===== src/hdl/rlh_pkg.sv =====
// ----------------------------------------------------------------------------
// rlh_pkg
// Types and constants shared by the luma/RGB histogram front end, command
// queue and bin memory back end.
// ----------------------------------------------------------------------------
`default_nettype none

package rlh_pkg;

  // Channel bytes and bin fields are one byte wide; the deepest histogram has 256 bins
  localparam int unsigned CHAN_W   = 8;
  localparam int unsigned SEL_W    = 2;
  localparam int unsigned HIST_NUM = 4;
  localparam int unsigned OUT_W    = 32;
  localparam logic [OUT_W-1:0] OUT_MAX = 32'hFFFF_FFFF;

  // Histogram order in the bin store
  localparam logic [SEL_W-1:0] HIST_LUMA  = 2'd0;
  localparam logic [SEL_W-1:0] HIST_BLUE  = 2'd1;
  localparam logic [SEL_W-1:0] HIST_GREEN = 2'd2;
  localparam logic [SEL_W-1:0] HIST_RED   = 2'd3;

  // Luma weights and divide-by-ten as multiply by 6554 / 2^16 (exact for sums up to 2550)
  localparam int unsigned LUMA_SUM_W  = 12;
  localparam int unsigned LUMA_RECIP  = 6554;
  localparam int unsigned LUMA_SHIFT  = 16;
  localparam int unsigned LUMA_PROD_W = 25;

  // Command queue between front and back
  localparam int unsigned QUEUE_DEPTH = 2;

  typedef enum logic [1:0] {
    OP_CLEAR = 2'd0,
    OP_PIXEL = 2'd1,
    OP_READ  = 2'd2
  } op_e;

  typedef struct packed {
    op_e                kind;
    logic [CHAN_W-1:0]  luma_bin;
    logic [CHAN_W-1:0]  blue_bin;
    logic [CHAN_W-1:0]  green_bin;
    logic [CHAN_W-1:0]  red_bin;
    logic [SEL_W-1:0]   sel;
    logic [CHAN_W-1:0]  rd_bin;
    logic               rd_oor;
  } hist_cmd_t;

endpackage

`default_nettype wire


===== src/hdl/rlh_front.sv =====
// ----------------------------------------------------------------------------
// rlh_front
// Accepts requests, drops those that have no effect, works out the luma value
// and maps every value to its bin before handing a command to the queue.
// ----------------------------------------------------------------------------
`default_nettype none

module rlh_front
  import rlh_pkg::*;
#(
  parameter int unsigned BINS = 256
) (
  input  wire logic              clk_i,
  input  wire logic              rst_ni,
  input  wire logic              collect_enable_i,
  input  wire logic              in_valid_i,
  output logic                   in_ready_o,
  input  wire logic [1:0]        operation_i,
  input  wire logic [CHAN_W-1:0] blue_i,
  input  wire logic [CHAN_W-1:0] green_i,
  input  wire logic [CHAN_W-1:0] red_i,
  input  wire logic [SEL_W-1:0]  histogram_select_i,
  input  wire logic [CHAN_W-1:0] bin_index_i,
  output logic                   push_valid_o,
  input  wire logic              push_ready_i,
  output hist_cmd_t              push_cmd_o
);

  localparam int unsigned BIN_PROD_W = 2 * CHAN_W + 1;

  logic                    stg_valid_q;
  op_e                     stg_op_q;
  logic [CHAN_W-1:0]       stg_luma_q;
  logic [CHAN_W-1:0]       stg_blue_q;
  logic [CHAN_W-1:0]       stg_green_q;
  logic [CHAN_W-1:0]       stg_red_q;
  logic [SEL_W-1:0]        stg_sel_q;
  logic [CHAN_W-1:0]       stg_rd_bin_q;
  logic                    stg_oor_q;

  logic                    accept;
  logic                    useful;
  logic [LUMA_SUM_W-1:0]   luma_sum;
  logic [LUMA_PROD_W-1:0]  luma_prod;

  // Value 0..255 to bin (v * BINS) >> 8
  function automatic logic [CHAN_W-1:0] to_bin(input logic [CHAN_W-1:0] v);
    logic [BIN_PROD_W-1:0] p;
    p = BIN_PROD_W'(v) * BIN_PROD_W'(BINS);
    return p[CHAN_W +: CHAN_W];
  endfunction

  assign in_ready_o = !stg_valid_q || push_ready_i;
  assign accept     = in_valid_i && in_ready_o;

  always_comb begin
    case (operation_i)
      OP_CLEAR, OP_PIXEL: useful = collect_enable_i;
      OP_READ:            useful = 1'b1;
      default:            useful = 1'b0;
    endcase
  end

  assign luma_sum  = LUMA_SUM_W'(blue_i) + LUMA_SUM_W'(green_i) * LUMA_SUM_W'(6)
                   + LUMA_SUM_W'(red_i) * LUMA_SUM_W'(3);
  assign luma_prod = LUMA_PROD_W'(luma_sum) * LUMA_PROD_W'(LUMA_RECIP);

  always_ff @(posedge clk_i or negedge rst_ni) begin
    if (!rst_ni) begin
      stg_valid_q <= 1'b0;
    end else if (accept && useful) begin
      stg_valid_q <= 1'b1;
    end else if (push_ready_i) begin
      stg_valid_q <= 1'b0;
    end
  end

  always_ff @(posedge clk_i) begin
    if (accept && useful) begin
      stg_op_q     <= op_e'(operation_i);
      stg_luma_q   <= luma_prod[LUMA_SHIFT +: CHAN_W];
      stg_blue_q   <= blue_i;
      stg_green_q  <= green_i;
      stg_red_q    <= red_i;
      stg_sel_q    <= histogram_select_i;
      stg_rd_bin_q <= bin_index_i;
      stg_oor_q    <= ({1'b0, bin_index_i} >= (CHAN_W + 1)'(BINS));
    end
  end

  assign push_valid_o = stg_valid_q;

  always_comb begin
    push_cmd_o.kind      = stg_op_q;
    push_cmd_o.luma_bin  = to_bin(stg_luma_q);
    push_cmd_o.blue_bin  = to_bin(stg_blue_q);
    push_cmd_o.green_bin = to_bin(stg_green_q);
    push_cmd_o.red_bin   = to_bin(stg_red_q);
    push_cmd_o.sel       = stg_sel_q;
    push_cmd_o.rd_bin    = stg_rd_bin_q;
    push_cmd_o.rd_oor    = stg_oor_q;
  end

endmodule

`default_nettype wire


===== config.mk =====
export PLATFORM = sky130hd
export DESIGN_NAME = rlh_front
export DESIGN_NICKNAME = d
export VERILOG_FILES = /design/src/hdl/rlh_pkg.sv /design/src/hdl/rlh_front.sv
export SDC_FILE = /design/constraint.sdc
export NUM_CORES = 1
export LEC_CHECK = 0
export BUFFER_PORTS_ARGS = -buffer_cell sky130_fd_sc_hd__buf_2
export CORE_ASPECT_RATIO = 2
export CORE_MARGIN = 10
export CORE_UTILIZATION = 58
export DETAILED_ROUTE_END_ITERATION = 16
export PLACE_DENSITY = 0.82
export SYNTH_ARGS = -nofsm -noshare
export SYNTH_HDL_FRONTEND = slang
export SYNTH_SLANG_ARGS = --single-unit

===== constraint.sdc =====
create_clock -name clk_i -period 2.4 [get_ports clk_i]
set_clock_uncertainty 0.1 [all_clocks]
set_input_delay 0.48 -clock clk_i [delete_from_list [all_inputs] [get_ports clk_i]]
set_output_delay 0.48 -clock clk_i [all_outputs]
set_load 0.1 [all_outputs]

### Word-level counts from Yosys, hierarchy flattened

Index checks and enable logic that the tools add are counted.

* $mul: 3
* mux-type cells: 3
* reductions and logical operators: 7
* add/subtract/negate cells: 2
* equality and inequality tests: 2

Operators with widths (number)
* $mul A12 B12 Y23 const B: 1
* $mul A8 B2 Y10 const B: 2
* $add A12 B10 Y12: 1
* $add A8 B11 Y12: 1
* $eq A2 B1 Y1 const B: 1
* $eq A2 B2 Y1 const B: 1
* $logic_and A1 B1 Y1: 2
* $logic_not A2 Y1: 1
* $mux W1: 2
* $pmux W1 S2: 1
* $reduce_bool A2 Y1: 1
* $reduce_or A2 Y1: 1
* $logic_not A1 Y1: 1
* $logic_or A1 B1 Y1: 1

* output and inout port bits: 47
* flip-flop bits (word level): 45
* word-level logic and storage cells: 25

### Depth between registers and ports, before layout

* word-level depth: 5
* gate-level depth with buffers: 31
* mapped depth without buffers: 31

### Least setup slack after synthesis

OpenSTA, ideal clock, no wires.

* path kind: input -> register
* from: input green_i[1]
* to: register stg_luma_q[4] (data pin)
* arrival: 6723 ps
* buffers on the path: 0
* cell stages on the path: 28
* data required time: 2041 ps
* library setup time: 259 ps
* slack: -4681 ps
* cells stage by stage: ha_1 -> a21o_1 -> a21oi_1 -> o21ai_0 -> nor2_1 -> xor2_1 -> fa_1 -> inv_1 -> ha_1 -> and2_1 -> a31oi_1 -> nor2b_1 -> xnor2_1 -> ha_1 -> inv_1 -> fa_1 -> inv_1 -> fa_1 -> inv_1 -> fa_1 -> fa_1 -> inv_1 -> ha_1 -> nand3_1 -> or2_2 -> o211ai_2 -> a21oi_2 -> xnor2_1

* longest elaborated chain between the ends: 4

RTL lines
* from (decl): line rlh_front.sv:20 `input wire logic [CHAN_W-1:0] green_i,`
* $mul A8 B2 Y10: line rlh_front.sv:64 `assign luma_sum = LUMA_SUM_W'(blue_i) + LUMA_SUM_W'(green_i) * LUMA_SUM_W'(6)`
* $add A8 B11 Y12: line rlh_front.sv:64
* $add A12 B10 Y12: line rlh_front.sv:65 `+ LUMA_SUM_W'(red_i) * LUMA_SUM_W'(3);`
* $mul A12 B12 Y23: line rlh_front.sv:66 `assign luma_prod = LUMA_PROD_W'(luma_sum) * LUMA_PROD_W'(LUMA_RECIP);`
* named net luma_prod[20]: line rlh_front.sv:44 `logic [LUMA_PROD_W-1:0] luma_prod;`
* to (signal assigned): line rlh_front.sv:81 `stg_luma_q <= luma_prod[LUMA_SHIFT +: CHAN_W];`
* to (decl): line rlh_front.sv:33 `logic [CHAN_W-1:0] stg_luma_q;`

The timed path passes the listed nets, and every way through them passes these cells.
A chain may end at the register's enable or synchronous reset.

### Worst setup path in the final report

* from: input green_i[1]
* to: register stg_luma_q[7] (data pin)

Same word-level chain as after synthesis.

==> qor.json <==
{
  "path_max_fanout": 4,
  "clock_tree.buffer_depth": 2,
  "layout_min_cycle_time_ns": 6.977,
  "rsz_0062_raised_after_global_routing": "yes",
  "final_layout_size_suffix_gt1_share_pct": 49.62,
  "synth-seq-area-share_pct": 26.58,
  "core-area_um2": 8588,
  "die_h_um": 152.2,
  "worst-r2r-setup-slack_ns": 0.72,
  "syn_area_um2": 5065,
  "critical-path-max-stage-delay_ns": 0.55,
  "ios": 88,
  "grt_first_pass_wirelength_um": 25600,
  "grt_antenna_before_repair": 2,
  "postRouteWirelength_um": 19390,
  "antenna_left": 0,
  "drv_slew": 0,
  "relative_max_transition_margin_pct": 64.57,
  "wl_per_cell_um": 25.28,
  "synth_enable_flop_cells": 44,
  "worst_hold_end": "stg_rd_bin_q[1]",
  "tightestPinTransition_ns": 0.5351,
  "gr-usage-all-layers_pct": 25.24,
  "n_fill_cell": 330,
  "cap_viol_max_count": 0,
  "detailroute.via_count": 4482,
  "grt_overflow": 0,
  "yosys_top_cell_by_area": "sky130_fd_sc_hd__edfxtp_1",
  "setup_violations": 8,
  "post_syn_area_per_cell_um2": 11.03,
  "fmaxAchievable_mhz": 143.3,
  "crit-reg2reg-capture": "stg_blue_q[0]",
  "first_global_vias": 4931,
  "die_area_um2": 13100,
  "synth_cell_type_count": 41,
  "synth_seq_cells": 45,
  "hp-class": "in2reg",
  "status": "finished, violations left",
  "slowest_stage": "sky130_fd_sc_hd__fa_1",
  "std_cell_rows": 48,
  "cp_data_arrival_time_ns": 6.94,
  "timing.critical_path.required_ns": 2.36,
  "io_buffer_count": 86,
  "smallest_setup_slack_after_layout_ns": -4.577,
  "r2r_start": "push_valid_o",
  "synthesis.yosys.warnings": 0,
  "finish.utilization_pct": 88.93,
  "count_of_nets_after_finishing": 860,
  "drt_pass1_iterations": 5,
  "dp_slack_ns": -4.770,
  "clock-root-buffer": "sky130_fd_sc_hd__clkbuf_16",
  "drt_first_iter_violations": 277,
  "drt_drc_violations_left": 0,
  "hold_violations": 0,
  "area_growth_syn_to_layout_pct": 50.79,
  "die_x_um": 86.08,
  "layout_worst_path_cycle_share_pct": 290.7,
  "numClockSinks": 45,
  "synthArstFlopShare_pct": 2.222,
  "yosys-top-cells-area": "sky130_fd_sc_hd__edfxtp_1, sky130_fd_sc_hd__ha_1, sky130_fd_sc_hd__fa_1",
  "htreeDepth": 2,
  "syn-instance-count": 459,
  "holdWs_ns": 0.2560,
  "post_dp_cell_area_um2": 6645,
  "synth_largest_type_area_fraction_pct": 26.09,
  "startpoint_type": "primary input",
  "worstRegToRegCells": 3,
  "worst_skew_pair.late_latency_ns": 0.30,
  "min_path_cells": 1,
  "number_of_vias_per_cell_after_detailed_routing": 5.844,
  "floorplan.initialDensity_pct": 58.97,
  "grt_start_max_net_pins": 34,
  "synth_nets": 655,
  "worst_setup_path_end_kind": "flip-flop",
  "failed_checks": "negative setup slack",
  "hp-start": "bin_index_i[1]",
  "stdcell_area_um2": 7637,
  "clk_transition_reported_paths_ns": 0.08,
  "worst-setup-path-type": "in2reg",
  "place.gp.congestion": 1.002,
  "hpwl_um": 11280,
  "cts-buffers-inserted": 5,
  "clock_tree_from_tritoncts": "yes",
  "synthFlopType": "sky130_fd_sc_hd__edfxtp_1"
}
## worst max-delay path, delay by kind of cell
kind | cells | cell delay [ns]
adders and majority gates | 10 | 3.82
buffers and inverters | 9 | 0.78
and+or+nand+nor | 3 | 0.32
AOI/OAI and AO/OA | 6 | 1.19
xor gates and xnor gates | 3 | 0.36
## registers in the layout, indices dropped and copies added (netlist names)
name,cells
stg_blue_q,8
stg_red_q,8
stg_op_q,2
stg_luma_q,8
push_valid_o,1
stg_green_q,8
stg_rd_bin_q,8
stg_sel_q,2
## stage by stage
| step | cells | TNS, ns |
|---|---|---|
| 2_1_floorplan | 459 | -32.40 |
| 3_3_place_gp | 736 | -35.80 |
| 3_5_place_dp | 736 | -37.02 |
| 4_1_cts | 755 | -33.38 |
| 5_1_grt | 767 | -36.90 |
| 6_report | 767 | -35.87 |
## cell families (layout without fill, tap and decap cells)
kind of cell             after synthesis  count (layout)  share of synthesized area (%)
other                                  1               3                        0.07404
flip-flops                            45              45                          26.58
buffers and inverters                136             342                          10.15
AND/OR/NAND/NOR                       40              40                          4.249
adder cells (fa/ha/maj)              155             155                          46.29
XOR/XNOR                              29              29                          5.163
AO/OA/AOI/OAI                         53              53                          7.485
## how the worst max path moves through the flow
stage	from	end	slack [ns]
after floorplan	red_i[1]	stg_luma_q[4]	-4.18
after global placement	green_i[1]	stg_luma_q[7]	-4.62
after detailed placement	green_i[1]	stg_luma_q[7]	-4.77
after CTS	green_i[1]	stg_luma_q[4]	-4.29
after global routing	green_i[1]	stg_luma_q[7]	-4.74
final	green_i[1]	stg_luma_q[7]	-4.58
## metal layers
metal  track usage (%)  vias to the layer above  wire length (µm)
met2             47.63                      317             10380
li1                  -                     1879                 -
met4             16.64                        0              1773
met1             22.89                     2170              5942
met3             4.390                      116              1301
met5                 0                        -                 0
## repair_timing
| action | 4_1_cts | 5_1_grt |
|---|---|---|
| gates resized for setup | 44 | 64 |
| endpoints found under the setup margin | 8 | 8 |
| pin swaps | 42 | 69 |
| hold endpoints to repair | 1 | 0 |
| hold buffers | 1 | 0 |
| buffers inserted | 11 | 12 |
## area by class of cell
class	instances	area (µm²)	area share (%)
sequential	45	1348	17.64
clock buffer	5	125.1	1.638
multi-input combinational	278	4096	53.64
clock inverter	3	50.05	0.6553
antenna	2	5.005	0.06553
tap	100	125.1	1.638
inverter	135	514.2	6.733
timing repair buffer	199	1374	17.99
## synthesized netlist by cell type (2+ instances only)
cell type                  number
sky130_fd_sc_hd__nand4_1        2
sky130_fd_sc_hd__a21oi_1       17
sky130_fd_sc_hd__nor3_1         3
sky130_fd_sc_hd__xor2_1        11
sky130_fd_sc_hd__inv_1        135
sky130_fd_sc_hd__nand2_1        8
sky130_fd_sc_hd__fa_1          54
sky130_fd_sc_hd__a21o_1        12
sky130_fd_sc_hd__and2_1         5
sky130_fd_sc_hd__nand2b_1       3
sky130_fd_sc_hd__edfxtp_1      44
sky130_fd_sc_hd__o21a_1         2
sky130_fd_sc_hd__or2_2          2
sky130_fd_sc_hd__xnor2_1       17
sky130_fd_sc_hd__ha_1         101
sky130_fd_sc_hd__nor2b_1        4
sky130_fd_sc_hd__o211ai_2       2
sky130_fd_sc_hd__nand3_1        3
sky130_fd_sc_hd__nor2_1         5
sky130_fd_sc_hd__o21ai_0        6
sky130_fd_sc_hd__a21oi_2        2
sky130_fd_sc_hd__and3_1         2
## placed cells by master (no fill, tap or decap), drive strengths merged, types with 2 or more instances in the layout
master,instances
xor2,12
a21o,13
o211ai,3
fa,54
inv,136
edfxtp,44
xnor2,17
nor2,5
a21oi,19
clkbuf,5
o21a,2
nor2b,4
or2,2
diode,2
buf,198
and2,5
nand3,3
nand2,8
o21ai,7
nand2b,3
ha,101
and3,2
nor3,3
nand4,2
Power is not shown: default switching activity piles up to over one toggle a cycle in this logic, so the estimate is an artifact.
