==> config.mk <==
export PLATFORM = sky130hd
export DESIGN_NAME = rlh_queue
export DESIGN_NICKNAME = d
export VERILOG_FILES = /design/src/hdl/rlh_pkg.sv /design/src/hdl/rlh_queue.sv
export SDC_FILE = /design/constraint.sdc
export NUM_CORES = 1
export LEC_CHECK = 0
export BUFFER_PORTS_ARGS = -buffer_cell sky130_fd_sc_hd__buf_4
export CORE_MARGIN = 5
export CORE_UTILIZATION = 40
export CTS_CLUSTER_SIZE = 25
export DETAILED_ROUTE_END_ITERATION = 10
export PLACE_DENSITY = 0.6
export SETUP_SLACK_MARGIN = 0.2
export SLEW_MARGIN = 20
export SYNTH_ARGS = -nofsm -noshare
export SYNTH_HDL_FRONTEND = slang
export SYNTH_SLANG_ARGS = --single-unit
export TNS_END_PERCENT = 1
==> constraint.sdc <==
create_clock -name clk_i -period 3.3 [get_ports clk_i]
set_input_delay 0.66 -clock clk_i [delete_from_list [all_inputs] [get_ports clk_i]]
set_output_delay 0.66 -clock clk_i [all_outputs]
set_load 0.02 [all_outputs]
==> src/hdl/rlh_pkg.sv <==
// ----------------------------------------------------------------------------
// rlh_pkg
// Types and constants shared by the luma/RGB histogram front end, command
// queue and bin memory back end.
// ----------------------------------------------------------------------------
`default_nettype none

package rlh_pkg;

  // Channel bytes and bin fields are one byte wide; the deepest histogram has 256 bins
  localparam int unsigned CHAN_W   = 8;
  localparam int unsigned SEL_W    = 2;
  localparam int unsigned HIST_NUM = 4;
  localparam int unsigned OUT_W    = 32;
  localparam logic [OUT_W-1:0] OUT_MAX = 32'hFFFF_FFFF;

  // Histogram order in the bin store
  localparam logic [SEL_W-1:0] HIST_LUMA  = 2'd0;
  localparam logic [SEL_W-1:0] HIST_BLUE  = 2'd1;
  localparam logic [SEL_W-1:0] HIST_GREEN = 2'd2;
  localparam logic [SEL_W-1:0] HIST_RED   = 2'd3;

  // Luma weights and divide-by-ten as multiply by 6554 / 2^16 (exact for sums up to 2550)
  localparam int unsigned LUMA_SUM_W  = 12;
  localparam int unsigned LUMA_RECIP  = 6554;
  localparam int unsigned LUMA_SHIFT  = 16;
  localparam int unsigned LUMA_PROD_W = 25;

  // Command queue between front and back
  localparam int unsigned QUEUE_DEPTH = 2;

  typedef enum logic [1:0] {
    OP_CLEAR = 2'd0,
    OP_PIXEL = 2'd1,
    OP_READ  = 2'd2
  } op_e;

  typedef struct packed {
    op_e                kind;
    logic [CHAN_W-1:0]  luma_bin;
    logic [CHAN_W-1:0]  blue_bin;
    logic [CHAN_W-1:0]  green_bin;
    logic [CHAN_W-1:0]  red_bin;
    logic [SEL_W-1:0]   sel;
    logic [CHAN_W-1:0]  rd_bin;
    logic               rd_oor;
  } hist_cmd_t;

endpackage

`default_nettype wire

==> src/hdl/rlh_queue.sv <==
// ----------------------------------------------------------------------------
// rlh_queue
// Short command queue that lets the front end and the bin back end stall
// independently.
// ----------------------------------------------------------------------------
`default_nettype none

module rlh_queue
  import rlh_pkg::*;
(
  input  wire logic       clk_i,
  input  wire logic       rst_ni,
  input  wire logic       push_valid_i,
  output logic            push_ready_o,
  input  wire hist_cmd_t  push_cmd_i,
  output logic            head_valid_o,
  output hist_cmd_t       head_cmd_o,
  input  wire logic       pop_i
);

  localparam int unsigned PTR_W = $clog2(QUEUE_DEPTH);
  localparam int unsigned CNT_W = PTR_W + 1;

  hist_cmd_t         entries_q [QUEUE_DEPTH];
  logic [PTR_W-1:0]  wr_ptr_q;
  logic [PTR_W-1:0]  rd_ptr_q;
  logic [CNT_W-1:0]  count_q;
  logic              push;

  assign push_ready_o = (count_q != CNT_W'(QUEUE_DEPTH));
  assign head_valid_o = (count_q != '0);
  assign head_cmd_o   = entries_q[rd_ptr_q];
  assign push         = push_valid_i && push_ready_o;

  always_ff @(posedge clk_i or negedge rst_ni) begin
    if (!rst_ni) begin
      wr_ptr_q <= '0;
      rd_ptr_q <= '0;
      count_q  <= '0;
    end else begin
      if (push) begin
        wr_ptr_q <= wr_ptr_q + PTR_W'(1);
      end
      if (pop_i) begin
        rd_ptr_q <= rd_ptr_q + PTR_W'(1);
      end
      if (push && !pop_i) begin
        count_q <= count_q + CNT_W'(1);
      end else if (pop_i && !push) begin
        count_q <= count_q - CNT_W'(1);
      end
    end
  end

  always_ff @(posedge clk_i) begin
    if (push) begin
      entries_q[wr_ptr_q] <= push_cmd_i;
    end
  end

endmodule

`default_nettype wire

# [After elaboration in Yosys (flattened, before gate mapping)]
# Memories as Yosys holds them, arrays and structs flattened.
# Index checks and enable logic that the tools add are counted.
[op_classes] n_addsub=4 mul=0 div=0 n_lt_le_gt_ge=0 eq_ne=1 n_shift=0 muxes=4 bitwise=0 reduce_logical=7
[op_table] op="$mux 2" count=2
[op_table] op="$reduce_bool 2->1" count=2
[op_table] op="$logic_and 1x1->1" count=3
[op_table] op="$add 1x1->1 const B" count=2
[op_table] op="$add 2x1->2 const B" count=1
[op_table] op="$logic_not 1->1" count=2
[op_table] op="$mux 1" count=2
[op_table] op="$ne 2x2->1 const B" count=1
[op_table] op="$sub 2x1->2 const B" count=1
[totals] register_bits=4 latch_bits=0 mem_bits_rw=90 rom_bits=0 in_bits=49 out_inout_bits=47 mem_count=1
[mem_list] name="entries_q" words=2 word_bits=45 read_ports=1 rd_ports_with_merged_regs=0 write_ports=1 line_no="rlh_queue.sv:24" text="hist_cmd_t entries_q [QUEUE_DEPTH];"

# [Longest topological paths before layout]
# Gate-level depths: netlist (run 1).
[depth] depth_word=6 depth_mapped=7 mapped_depth_nobuf=7

# [Least setup slack after synthesis (run 1)]
# No wires, ideal clock.
[synth_path] path_kind="register to register" startpoint="register count_q[0]" endpoint="memory entries_q[0][0] (netlist name), enable pin" setup_time_ns=0.448 arrival_time_ns=2.691 required_time_ns=2.852 slack_ns=0.162 stages_incl_launch_ff=4 n_path_buf=0 path_cell_list="dfrtp_1 nand2b_1 nand2_1 nor2_1"
[synth_via] elab_chain_cells=4
[synth_rtl] item="from (decl)" line_no="rlh_queue.sv:27" text="logic [CNT_W-1:0] count_q;"
[synth_rtl] item="from (signal assigned)" line_no="rlh_queue.sv:48" text="count_q <= count_q + CNT_W'(1);"
[synth_rtl] item="from (signal assigned)" line_no="rlh_queue.sv:50" text="count_q <= count_q - CNT_W'(1);"
[synth_rtl] item="$ne 2x2->1" line_no="rlh_queue.sv:30" text="assign push_ready_o = (count_q != CNT_W'(QUEUE_DEPTH));"
[synth_rtl] item="named net push_ready_o" line_no="rlh_queue.sv:14" text="output logic push_ready_o,"
[synth_rtl] item="$logic_and 1x1->1" line_no="rlh_queue.sv:33" text="assign push = push_valid_i && push_ready_o;"
[synth_rtl] item="$mux 1" line_no="rlh_queue.sv:56" text="if (push) begin"
[synth_rtl] item="$mux 1 (implied by the code)" line_no="rlh_queue.sv:57" text="entries_q[wr_ptr_q] <= push_cmd_i;"
[synth_rtl] item="to (decl)" line_no="rlh_queue.sv:24"
# The timed path passes the listed nets, and every way through them passes these cells.

==> results of run 1 <==
-- Yosys cell counts --
library cell / n / share of area [%]
nand2b_1: 1 / 0.17
mux2_2: 6 / 1.9
or2_2: 1 / 0.17
nand2_1: 1 / 0.10
inv_1: 2 / 0.21
xor2_1: 3 / 0.72
and3_1: 1 / 0.17
buf_12: 4 / 2.2
buf_6: 1 / 0.31
dfrtp_1: 4 / 2.7
mux2_4: 39 / 16
ha_1: 1 / 0.34
edfxtp_1: 90 / 74
xnor2_1: 2 / 0.48
nor2_1: 2 / 0.21
-- sequential cells by signal, indices dropped and copies added (netlist names) --
signal	cells
count_q	2
entries_q	90
rd_ptr_q	1
wr_ptr_q	1
-- power groups by stage --
stage / clock network [mW] / logic (mW) / registers, mW
after floorplan: 0 / 1.20 / 1.72
after global placement: 0 / 1.64 / 1.81
after detailed placement: 0 / 1.64 / 1.82
after CTS: 0.690 / 1.64 / 1.79
after global routing: 0.741 / 1.71 / 1.82
final: 0.664 / 1.60 / 1.79
-- routing by layer --
metal  up-vias  GRT usage, %
met5         -             0
met4         0          4.50
met3         7          4.46
met2        61          18.9
met1       824          13.5
li1        820             -
-- worst min-delay path by stage --
stage                     slack, ps    from                     end
after floorplan                 360  rst_ni  count_q[0]$_DFFE_PN0P_
after global placement          460  rst_ni    wr_ptr_q$_DFFE_PN0N_
after detailed placement        460  rst_ni    wr_ptr_q$_DFFE_PN0N_
after CTS                        70  rst_ni  count_q[1]$_DFFE_PN0P_
after global routing             60  rst_ni  count_q[0]$_DFFE_PN0P_
final                            90  rst_ni  count_q[1]$_DFFE_PN0P_
-- area by class of cell --
| class | instances | area, um^2 |
|---|---|---|
| Tap cell | 108 | 135 |
| Inverter | 2 | 7.51 |
| Timing Repair Buffer | 98 | 761 |
| Sequential cell | 94 | 2800 |
| Fill cell | 712 | 4180 |
| Clock inverter | 7 | 47.5 |
| Clock buffer | 9 | 124 |
| Multi-Input combinational cell | 57 | 748 |
-- cells by family (layout without fill, tap and decap cells) --
kind of cell / Yosys count / after routing
and+or+nand+nor: 6 / 6
adders and majority gates: 1 / 1
xor gates and xnor gates: 5 / 5
DFF: 94 / 94
buffers and inverters: 7 / 116
muxes: 45 / 45
==> results list, run 1 <==
- Outcome: finished, final reports clean
- Worst Tran Pin Value: 798 ps
- The worst register-to-register path ends at entries_q[0][11]$_DFFE_PP_.
- The tree built by TritonCTS fans out to 94 sinks.
- Clock H-tree levels: 3
- Wire length of the first global-routing pass: 9740 um
* Worst skew pair latency: 340 ps
* Area inside the core boundary: 8810 um^2
* Crit Path Category: register to output pin
- In the layout the commonest cells are buf_4 (96), edfxtp_1 (90), mux2_4 (39).
- Routed length per placed instance: 16.7 um
- Internal: 2.73 mW
* HP Class: input pin to asynchronous set/reset pin
- Arrival time at the worst endpoint: 2040 ps
* Share of total power in the clock network: 16.4%
* Worst Setup SP: rd_ptr_q$_DFFE_PN0P_
* Post-synth design cell area: 3640 um^2
- Clock tree synthesis selected as its root buffer the cell clkbuf_8.
- Cell Count Post-Placement: 359
- For this run, the register share of the synthesized area comes to 77.0%.
- For the finished layout, the period the worst path requires is 2700 ps.
* Cell variety after synth: 15
- After the flow finishes, the layout carries non-filler instances totaling 375.
- Iter 0 DRT Violations: 41
- Final HPWL from detailed placement: 4300 um
- For this run, the total global-route usage over all layers was measured as 11.5%.
- Hold bufs inserted after CTS: 0
- The floorplan step defined a die boundary enclosing 11100 um^2.
- The worst-case IR drop observed on VDD is 0.551 mV.
* Simple-gate share of the synthesized area: 0.825%
- Buffers added to address setup during post-CTS repair amount to 0.
- Reg2Reg Depth: 4
- NetSw: 1.32 mW
- Final Power: 4.05 mW
- Of the total power, registers draw 44.1%.
* Longest individual stage delay on the worst path: 900 ps
* Cell class contributing the biggest share of worst-path delay: flip-flops
- Per-cell via count in the routed design: 4.57
- Wire segments on met3 add up to 498 um in the final route.
- Cells fill 52.5% of the core in the end.
* Pin count of the biggest net entering global routing: 38
* Post-synthesis compound-gate area fraction: 0%
* Vias: 1712
- Number of diodes added for antenna fixing: 0
- CTS Buf Count: 9
* Setup crit start kind: register
- Initial Utilization: 41.3%
- Post-route DRC: 0
- Setup violations remaining at the end of the flow were counted as 0.
- FMAX: 370 MHz
* Post-route design area: 4630 um^2
* Count of maximum capacitance violations: 0
- Clock tree from TritonCTS: done
- Synthesized area per cell: 23.0 um^2
- Initial antenna violation count: 0
- Fraction of the mapped netlist area in adder cells: 0.344%
* End point of the critical path: head_cmd_o[19]
- The library cell used most frequently in the layout, excluding fill and tap cells, is buf_4.
- The Yosys step of the flow raised 0 warnings.
- Relative to the synthesized area, the layout overhead comes to 27.1%.
- In this run the critical register-to-register path is launched from count_q[0]$_DFFE_PN0P_.
* Count of instances resized after the clock tree is built: 0
- The net count of the finished layout is 312.
- Number of global-route vias before repair: 1919
- Ports placed on the boundary: 96
- #FFs+latches synth: 94
- The detailed router used layers up to and including met4.
- At the end of routability-driven placement, the weighted congestion stood at 0.660.
- Critical path required time: 2640 ps
- Mapped Cells: 158
* Input/output buffers: 95
- Worst relative slew slack: 46.8%
* Standard cell area after detailed placement: 4460 um^2
- In the detailed route, the total length drawn on met2 is 3120 um.
* Die Span Y: 105 um
- Total congestion overflow after global routing: 0
* Number of iterations in the first detailed-routing pass: 2
* Critical path, cell by cell: buf_12 -> mux2_4 -> buf_4
* Final Max Slew Viols: 0
- Total wire length after detailed routing: 6270 um
* Count of nets left with antenna violations after detail routing: 0
- The number of buffers and inverters on the critical path is 2.
* Number of nets produced by synthesis: 208
- The worst path meets setup with 600 ps of slack.
- Row generation in the floorplan step produced 34 rows.
- Of all nets on the critical path, the largest fanout is 25.
- Summed over all cells, the static leakage comes to 1.85 nW.
* Hold violation count in the final report: 0
- Counting buffers and inverters, the worst setup path is 3 cells deep.
- Worst slack on hold paths: 93.0 ps
* Final clock period utilization by the worst path: 81.8%
- Met1 layer wirelength in the final routing: 2600 um
- Power spread over the standard cell area amounts to 876 nW/um^2.
- Critical path endpoint category: output pin
- Fraction of final layout cells with drive strength greater than 1: 61.0%
- In this run the register-to-register setup slack is 1430 ps.
* Mux contribution to synthesized area: 17.9%
- Clock skew on the completed layout was measured at 9.31 ps.
- Die Span X: 105 um
- RSZ-0062 raised after global routing: no
- Xor/xnor cell area share of the yosys netlist: 1.20%
- Pre-CTS setup slack: 959 ps
- The share of total power dissipated in combinational logic is 39.6%.
- Switching part of the total: 32.7%
- Clock-pin slew was measured on the worst setup and hold paths at 90 ps.
* Setup Total Neg Slack: 0 ps
- No sink is reached through more buffers than the 2 on the longest clock path.
- By area, the combinational part of the netlist is dominated by multiplexers.
- On the critical path, the stage with the largest delay is an instance of dfrtp_2.
(Power assumes the default switching activity.)
==> inputs of run 2 (changes only) <==
- PLACE_DENSITY: 0.6 -> 0.63
- clock period: 3.3 -> 2.32 ns (I/O delays scaled with it)
==> run 2 against run 1 <==
Effect of this change:
- final cell count rose by 1.9%
- register-to-register slack got worse by 660 ps
- cell area is 1.3% higher
- clock skew fell by 2.6 ps
- worst hold slack improved by 200 ps
- sequential share of layout area fell by 0.79 points
- flip-flop and latch count stayed put
- non-clock buffer count rose by 7
- first-iteration DRC count grew 9.8%
- critical path depth unchanged
- critical path type unchanged
- critical endpoint is now head_cmd_o[23]
- largest power group unchanged
- highest routed layer unchanged
==> results list, run 2 (synthesis gave the netlist of run 1 again) <==
- The clock net in this run drives a total of 94 sinks.
* Clock H-tree levels: 3
* Internal: 4.02 mW
- The total overflow left after global routing is 0.
* Number of rows created at floorplan: 34
- Die Span Y: 105 um
- For this design the ratio of total power to cell area is 1250 nW/um^2.
- IR analysis of the VDD net gives a maximum drop of 0.566 mV.
- The worst setup path is launched from a register.
* Initial Utilization: 41.3%
- Area inside the core boundary: 8810 um^2
* Shortest clock period the worst path allows after layout: 2000 ps
- Ports placed on the boundary: 96
* Fill cell count: 714
- Util after Layout: 53.2%
* Worst skew pair latency: 340 ps
- Number of global-route vias before repair: 1947
* Count of nets left with antenna violations after detail routing: 0
- Summed over all nets, the half-perimeter wirelength after detailed placement is 4310 um.
- Across the whole layout, storage elements account for 2800 um^2.
- In the final layout, the multi-input gates occupy 748 um^2.
- FMAX: 500 MHz
* GRT Resource Usage Total: 11.6%
- Hold violation count in the final report: 0
* CTS Buf Count: 9
* Arrival time at the worst endpoint: 1540 ps
* Number of diodes added for antenna fixing: 0
- Setup violations remaining at the end of the flow were counted as 0.
- The worst pin sits at a relative slew slack of 71.6%.
- Vias: 1731
* Reg power frac: 41.5%
- For the worst setup path, the data required time is 1860 ps.
* Initial antenna violation count: 0
- Entering global routing, the biggest net connects 32 pins.
- Crit Path Category: register to output pin
- After clock tree synthesis, the clock-pin slew on the worst setup and hold paths is 80 ps.
- Dividing the detail-routed via count by the number of cells gives 4.53.
- Highest fanout seen on the critical path: 12
* Die ar.: 11100 um^2
- TritonCTS built the clock tree.
* LEAKAGE: 1.88 nW
- After the last flow step, the layout net total stands at 319.
* Iter 0 DRT Violations: 45
* Total wire length after detailed routing: 6130 um
* Setup skew after layout: 6.76 ps
- Cells with a size suffix above 1 make up 60.9% of the layout.
- The tree is rooted in a clkbuf_8.
- Final Max Slew Viols: 0
* NetSw: 1.85 mW
* Largest registers: entries_q x90, count_q x2
- The area growth from synthesis to layout is 28.8%.
- Input/output buffers: 95
- The tightest min-delay check is of the input pin to register type.
- For this run, design rule violations remaining after detail routing come to 0.
* Number of iterations in the first detailed-routing pass: 6
* Register containing the most flip-flops in the final layout: entries_q
* Die Span X: 105 um
* Most common cell after layout, fill and taps aside: buf_4
- The register with the most flip-flops in the layout has 90 of them.
- After detailed routing, the average wire length per cell comes to 16.0 um.
- Leaving out fill and tap cells, the most frequent cells in the layout are buf_4 (103), edfxtp_1 (90), mux2_4 (39).
* Placer Congestion: 0.691
* Wire length of the first global-routing pass: 9870 um
- For the final routed database, the setup TNS stands at 0 ps.
* Critical path endpoint category: output pin
- Counting along the longest clock path gives a buffer depth of 2.
- Count of maximum capacitance violations: 0
- Dividing the final minimum period by the clock period gives 86.3%.
- Outcome: finished, final reports clean
- Combinational cells account for 41.1% of the total power.
* Share of total power in the clock network: 17.4%
- Net switching is 31.6% of the power.
- RSZ-0062 raised after global routing: no
* Worst Tran Pin Value: 426 ps
## run 2: changes by cell type in the layout (fill, tap and decap cells not counted), sizes merged
| cell | change |
|---|---|
| buf | +6 |
| inv | -2 |
| bufinv | +1 |
| clkbuf | +1 |
| dlygate4sd3 | +1 |
## run 2: area by class of cell
type | count | area share (%)
sequential | 94 | 59.8
multi-input combinational | 57 | 16.0
inverter | 2 | 0.160
clock inverter | 6 | 1.33
timing repair buffer | 105 | 17.1
clock buffer | 10 | 2.72
tap | 108 | 2.88
## run 2: final timing paths
path                                        start  slack, ps  cells after the start                    endpoint
max                          rd_ptr_q$_DFFE_PN0P_        320                      3              head_cmd_o[23]
min in group asynchronous                  rst_ni        460                      2      count_q[1]$_DFFE_PN0P_
max reg2reg                count_q[0]$_DFFE_PN0P_        770                      4  entries_q[0][44]$_DFFE_PP_
max in group asynchronous                  rst_ni       1750                      2        rd_ptr_q$_DFFE_PN0P_
min                                         pop_i        300                      2        rd_ptr_q$_DFFE_PN0P_
min reg2reg                count_q[1]$_DFFE_PN0P_        500                      1      count_q[1]$_DFFE_PN0P_
## run 2: power by group through the flow
stage / Sequential (mW) / Clock [mW] / Combinational, mW
after global placement: 2.50 / 0 / 2.40
after global routing: 2.48 / 1.16 / 2.57
after detailed placement: 2.52 / 0 / 2.41
after CTS: 2.44 / 1.07 / 2.48
final: 2.44 / 1.02 / 2.41
after floorplan: 2.45 / 0 / 1.71
## run 2: worst max-delay path, cell delays in order (launching register included)
cell	delay, ps
dfrtp_2	420
buf_4	250
mux2_2	370
buf_4	160
## run 2: timing repair
item,in CTS,in global routing
setup buffers,2,0
endpoints found under the setup margin,37,0
endpoints found under the hold margin,4,0
hold buffers,1,0
resized for setup,0,0
## run 2: stage by stage
| stage | setup WS, ps | hold WS [ps] | cells | cell area [um^2] | total power [mW] |
|---|---|---|---|---|---|
| after detailed placement | 463 | 266 | 363 | 4470 | 4.92 |
| after global routing | 233 | 270 | 382 | 4690 | 6.20 |
| after global placement | 481 | 265 | 363 | 4470 | 4.90 |
| after CTS | 278 | 273 | 382 | 4690 | 5.99 |
| final | 318 | 297 | 382 | 4690 | 5.88 |
| after floorplan | 93.0 | 168 | 158 | 3650 | 4.16 |
## run 2: metal layers
metal	global-route usage, %	wire length, um	up-vias
li1	-	-	830
met3	2.75	281	4
met4	5.06	78	0
met1	13.2	2400	850
met2	20.6	3370	47
met5	0	0	-
==> inputs of run 3 (changes only) <==
- CORE_ASPECT_RATIO: not set -> 0.5
- HOLD_SLACK_MARGIN: not set -> 0.15
- SKIP_LAST_GASP: not set -> 1
==> run 3 against run 2 <==
Effect of this change:
- register-to-register slack worse by 130 ps
- clock power increased by 32%
- die area rose by 1.0%
- cell area is 1.7% higher
- final cell count increased by 1.0%
- sequential share of layout area fell by 0.97 points
- via count shrank 0.75%
- combinational power barely moved
- wire length shrank 0.28%
- largest cell class unchanged
- fmax shrank 2.6%
- clock-buffer cell count rose by 3
==> results list, run 3 (synthesis gave the netlist of run 1 again) <==
- The run finished with clean final reports.
* Final HPWL from detailed placement: 4380 um
- Standard cell area after detailed placement: 4480 um^2
- Number of nets in the layout: 315
- Post-route DRC: 0
- HP Class: input pin to register
* Post-CTS setup buffer count: 0
- GRT Resource Usage Total: 11.2%
- Shortest clock period the worst path allows after layout: 2060 ps
* LEAKAGE: 1.90 nW
* Total wire length after detailed routing: 6110 um
* Number of rows created at floorplan: 24
- The library cells used most frequently in the layout, excluding fill and tap cells, are buf_4 (98), edfxtp_1 (90), mux2_4 (39).
- Number of diodes added for antenna fixing: 0
- Largest registers: entries_q x90, count_q x2
- Count of maximum capacitance violations: 0
- After global routing the overflow that remains totals 0.
- Layout overhead on the synthesized area: 30.9%
- Global routing consumed, on the met2 layer, 21.9% of the routing resources.
- Fill cell count: 717
- Total setup violations reported at the end of the flow: 0
* Critical path, cell by cell: buf_4 -> mux2_4 -> buf_4
- Per-cell via count in the routed design: 4.45
- Area inside the core boundary: 8800 um^2
* Crit Path Category: register to output pin
- The H-tree was split into 3 levels.
- For this block, the initial DRC count from the detailed router was 114.
- Worst Tran Pin Value: 466 ps
- The routed layout has 1718 vias.
- Final clock period utilization by the worst path: 88.6%
- Register containing the most flip-flops in the final layout: entries_q
- Initial Utilization: 41.4%
* RSZ-0062 raised after global routing: yes
* Met1 track demand over resource: 10.8%
* Buffer depth of the longest clock path: 2
- The number of clock buffers added by TritonCTS is 9.
* Setup crit start kind: register
* Setup skew after layout: 4.55 ps
* Critical path required time: 1860 ps
* Number of global-route vias before repair: 1947
* Placer Congestion: 0.712
- Clock tree from TritonCTS: done
- Die Span X: 145 um
* Critical path's slowest cell: buf_4
- The floorplan step defined a die boundary enclosing 11200 um^2.
- Along the worst hold path, the cell count comes to 2.
* Arrival time at the worst endpoint: 1590 ps
- Worst ir drop on vdd: 0.625 mV
- Wire length of the first global-routing pass: 9790 um
* Highest fanout seen on the critical path: 24
* Fraction of final layout cells with drive strength greater than 1: 59.1%
- Pin count of the biggest net entering global routing: 38
- In the final routed layout, each cell accounts on average for 15.8 um.
* Initial antenna violation count: 0
* Post-route design area: 4770 um^2
* Power per cell area: 1300 nW/um^2
- Input/output buffers: 95
* Cell class contributing the biggest share of worst-path delay: buffers and inverters
- For this design the top-level I/O count stands at 96.
- Final Power: 6.18 mW
- Counting cells, the worst reg-to-reg path comes to 3.
- Die Span Y: 77.5 um
- The largest single stage delay on the critical path is 400 ps.
- Clock-pin slew was measured on the worst setup and hold paths at 60 ps.
- Most common cell after layout, fill and taps aside: buf_4
- The max-slew violation total from the final report was 0.
- Worst relative slew slack: 68.9%
* Number of iterations in the first detailed-routing pass: 4
- Met3 routing resource usage after global routing: 4.48%
- In this run the most used layer during global routing was met2.
- Worst slack on hold paths: 322 ps
- The number of hold-slack violations in the final timing report was 0.
- The clock net in this run drives a total of 94 sinks.
- Setup Total Neg Slack: 0 ps
- The worst setup path is captured at an output pin.
* Root Buffer: clkbuf_16
- Once detail routing completed, the nets flagged for antenna violations numbered 0.
- Worst skew pair latency: 320 ps
* Flip-flop count of the largest register, all copies and words added: 90
- FMAX: 486 MHz
- Most numerous cell on the critical path: buf_4
* CP bufs+invs: 2
* Cell depth of the worst setup path: 3
==> run 3: timing repair <==
item	CTS	global route
endpoints found under the setup margin	0	23
resized for setup	0	0
hold buffers	1	0
hold endpoints to repair	4	0
==> run 3: final timing paths <==
kind / from / end / slack (ps)
min: pop_i / rd_ptr_q$_DFFE_PN0P_ / 320
max: rd_ptr_q$_DFFE_PN0P_ / head_cmd_o[44] / 260
max in group asynchronous: rst_ni / rd_ptr_q$_DFFE_PN0P_ / 1730
max reg2reg: count_q[0]$_DFFE_PN0P_ / entries_q[1][37]$_DFFE_PP_ / 640
min reg2reg: count_q[1]$_DFFE_PN0P_ / count_q[1]$_DFFE_PN0P_ / 500
min in group asynchronous: rst_ni / count_q[0]$_DFFE_PN0P_ / 480
==> run 3: final cells by class <==
cell class	instances	area (um^2)	area share, %
sequential	94	2800	58.8
inverter	2	7.51	0.158
timing repair buffer	101	786	16.5
clock buffer	13	240	5.04
clock inverter	2	33.8	0.709
tap	117	146	3.07
multi-input combinational	57	748	15.7
==> run 3: per-layer routing <==
metal	wire length, um	up-vias
met1	2140	845
li1	-	832
met2	3600	36
met5	0	-
met4	49	0
met3	325	5
==> run 3: power breakdown <==
group          total, mW  leakage (nW)  internal (mW)  switching (mW)
clock               1.35         0.131          0.826           0.523
combinational       2.39         0.892           1.18            1.21
sequential          2.43         0.881           2.32           0.108
==> run 3: worst register-to-register path: stages (launching register included) <==
cell and delay [ps]:
dfrtp_1 410, nand2b_1 170, and3_2 510, buf_4 290
==> run 3: through the flow <==
step / setup slack [ps] / instances / util (%)
after global routing: 184 / 386 / 54.2
after global placement: 605 / 370 / 50.9
after detailed placement: 586 / 370 / 50.9
after floorplan: 93.0 / 158 / -
after CTS: 227 / 386 / 54.2
final: 264 / 386 / 54.2
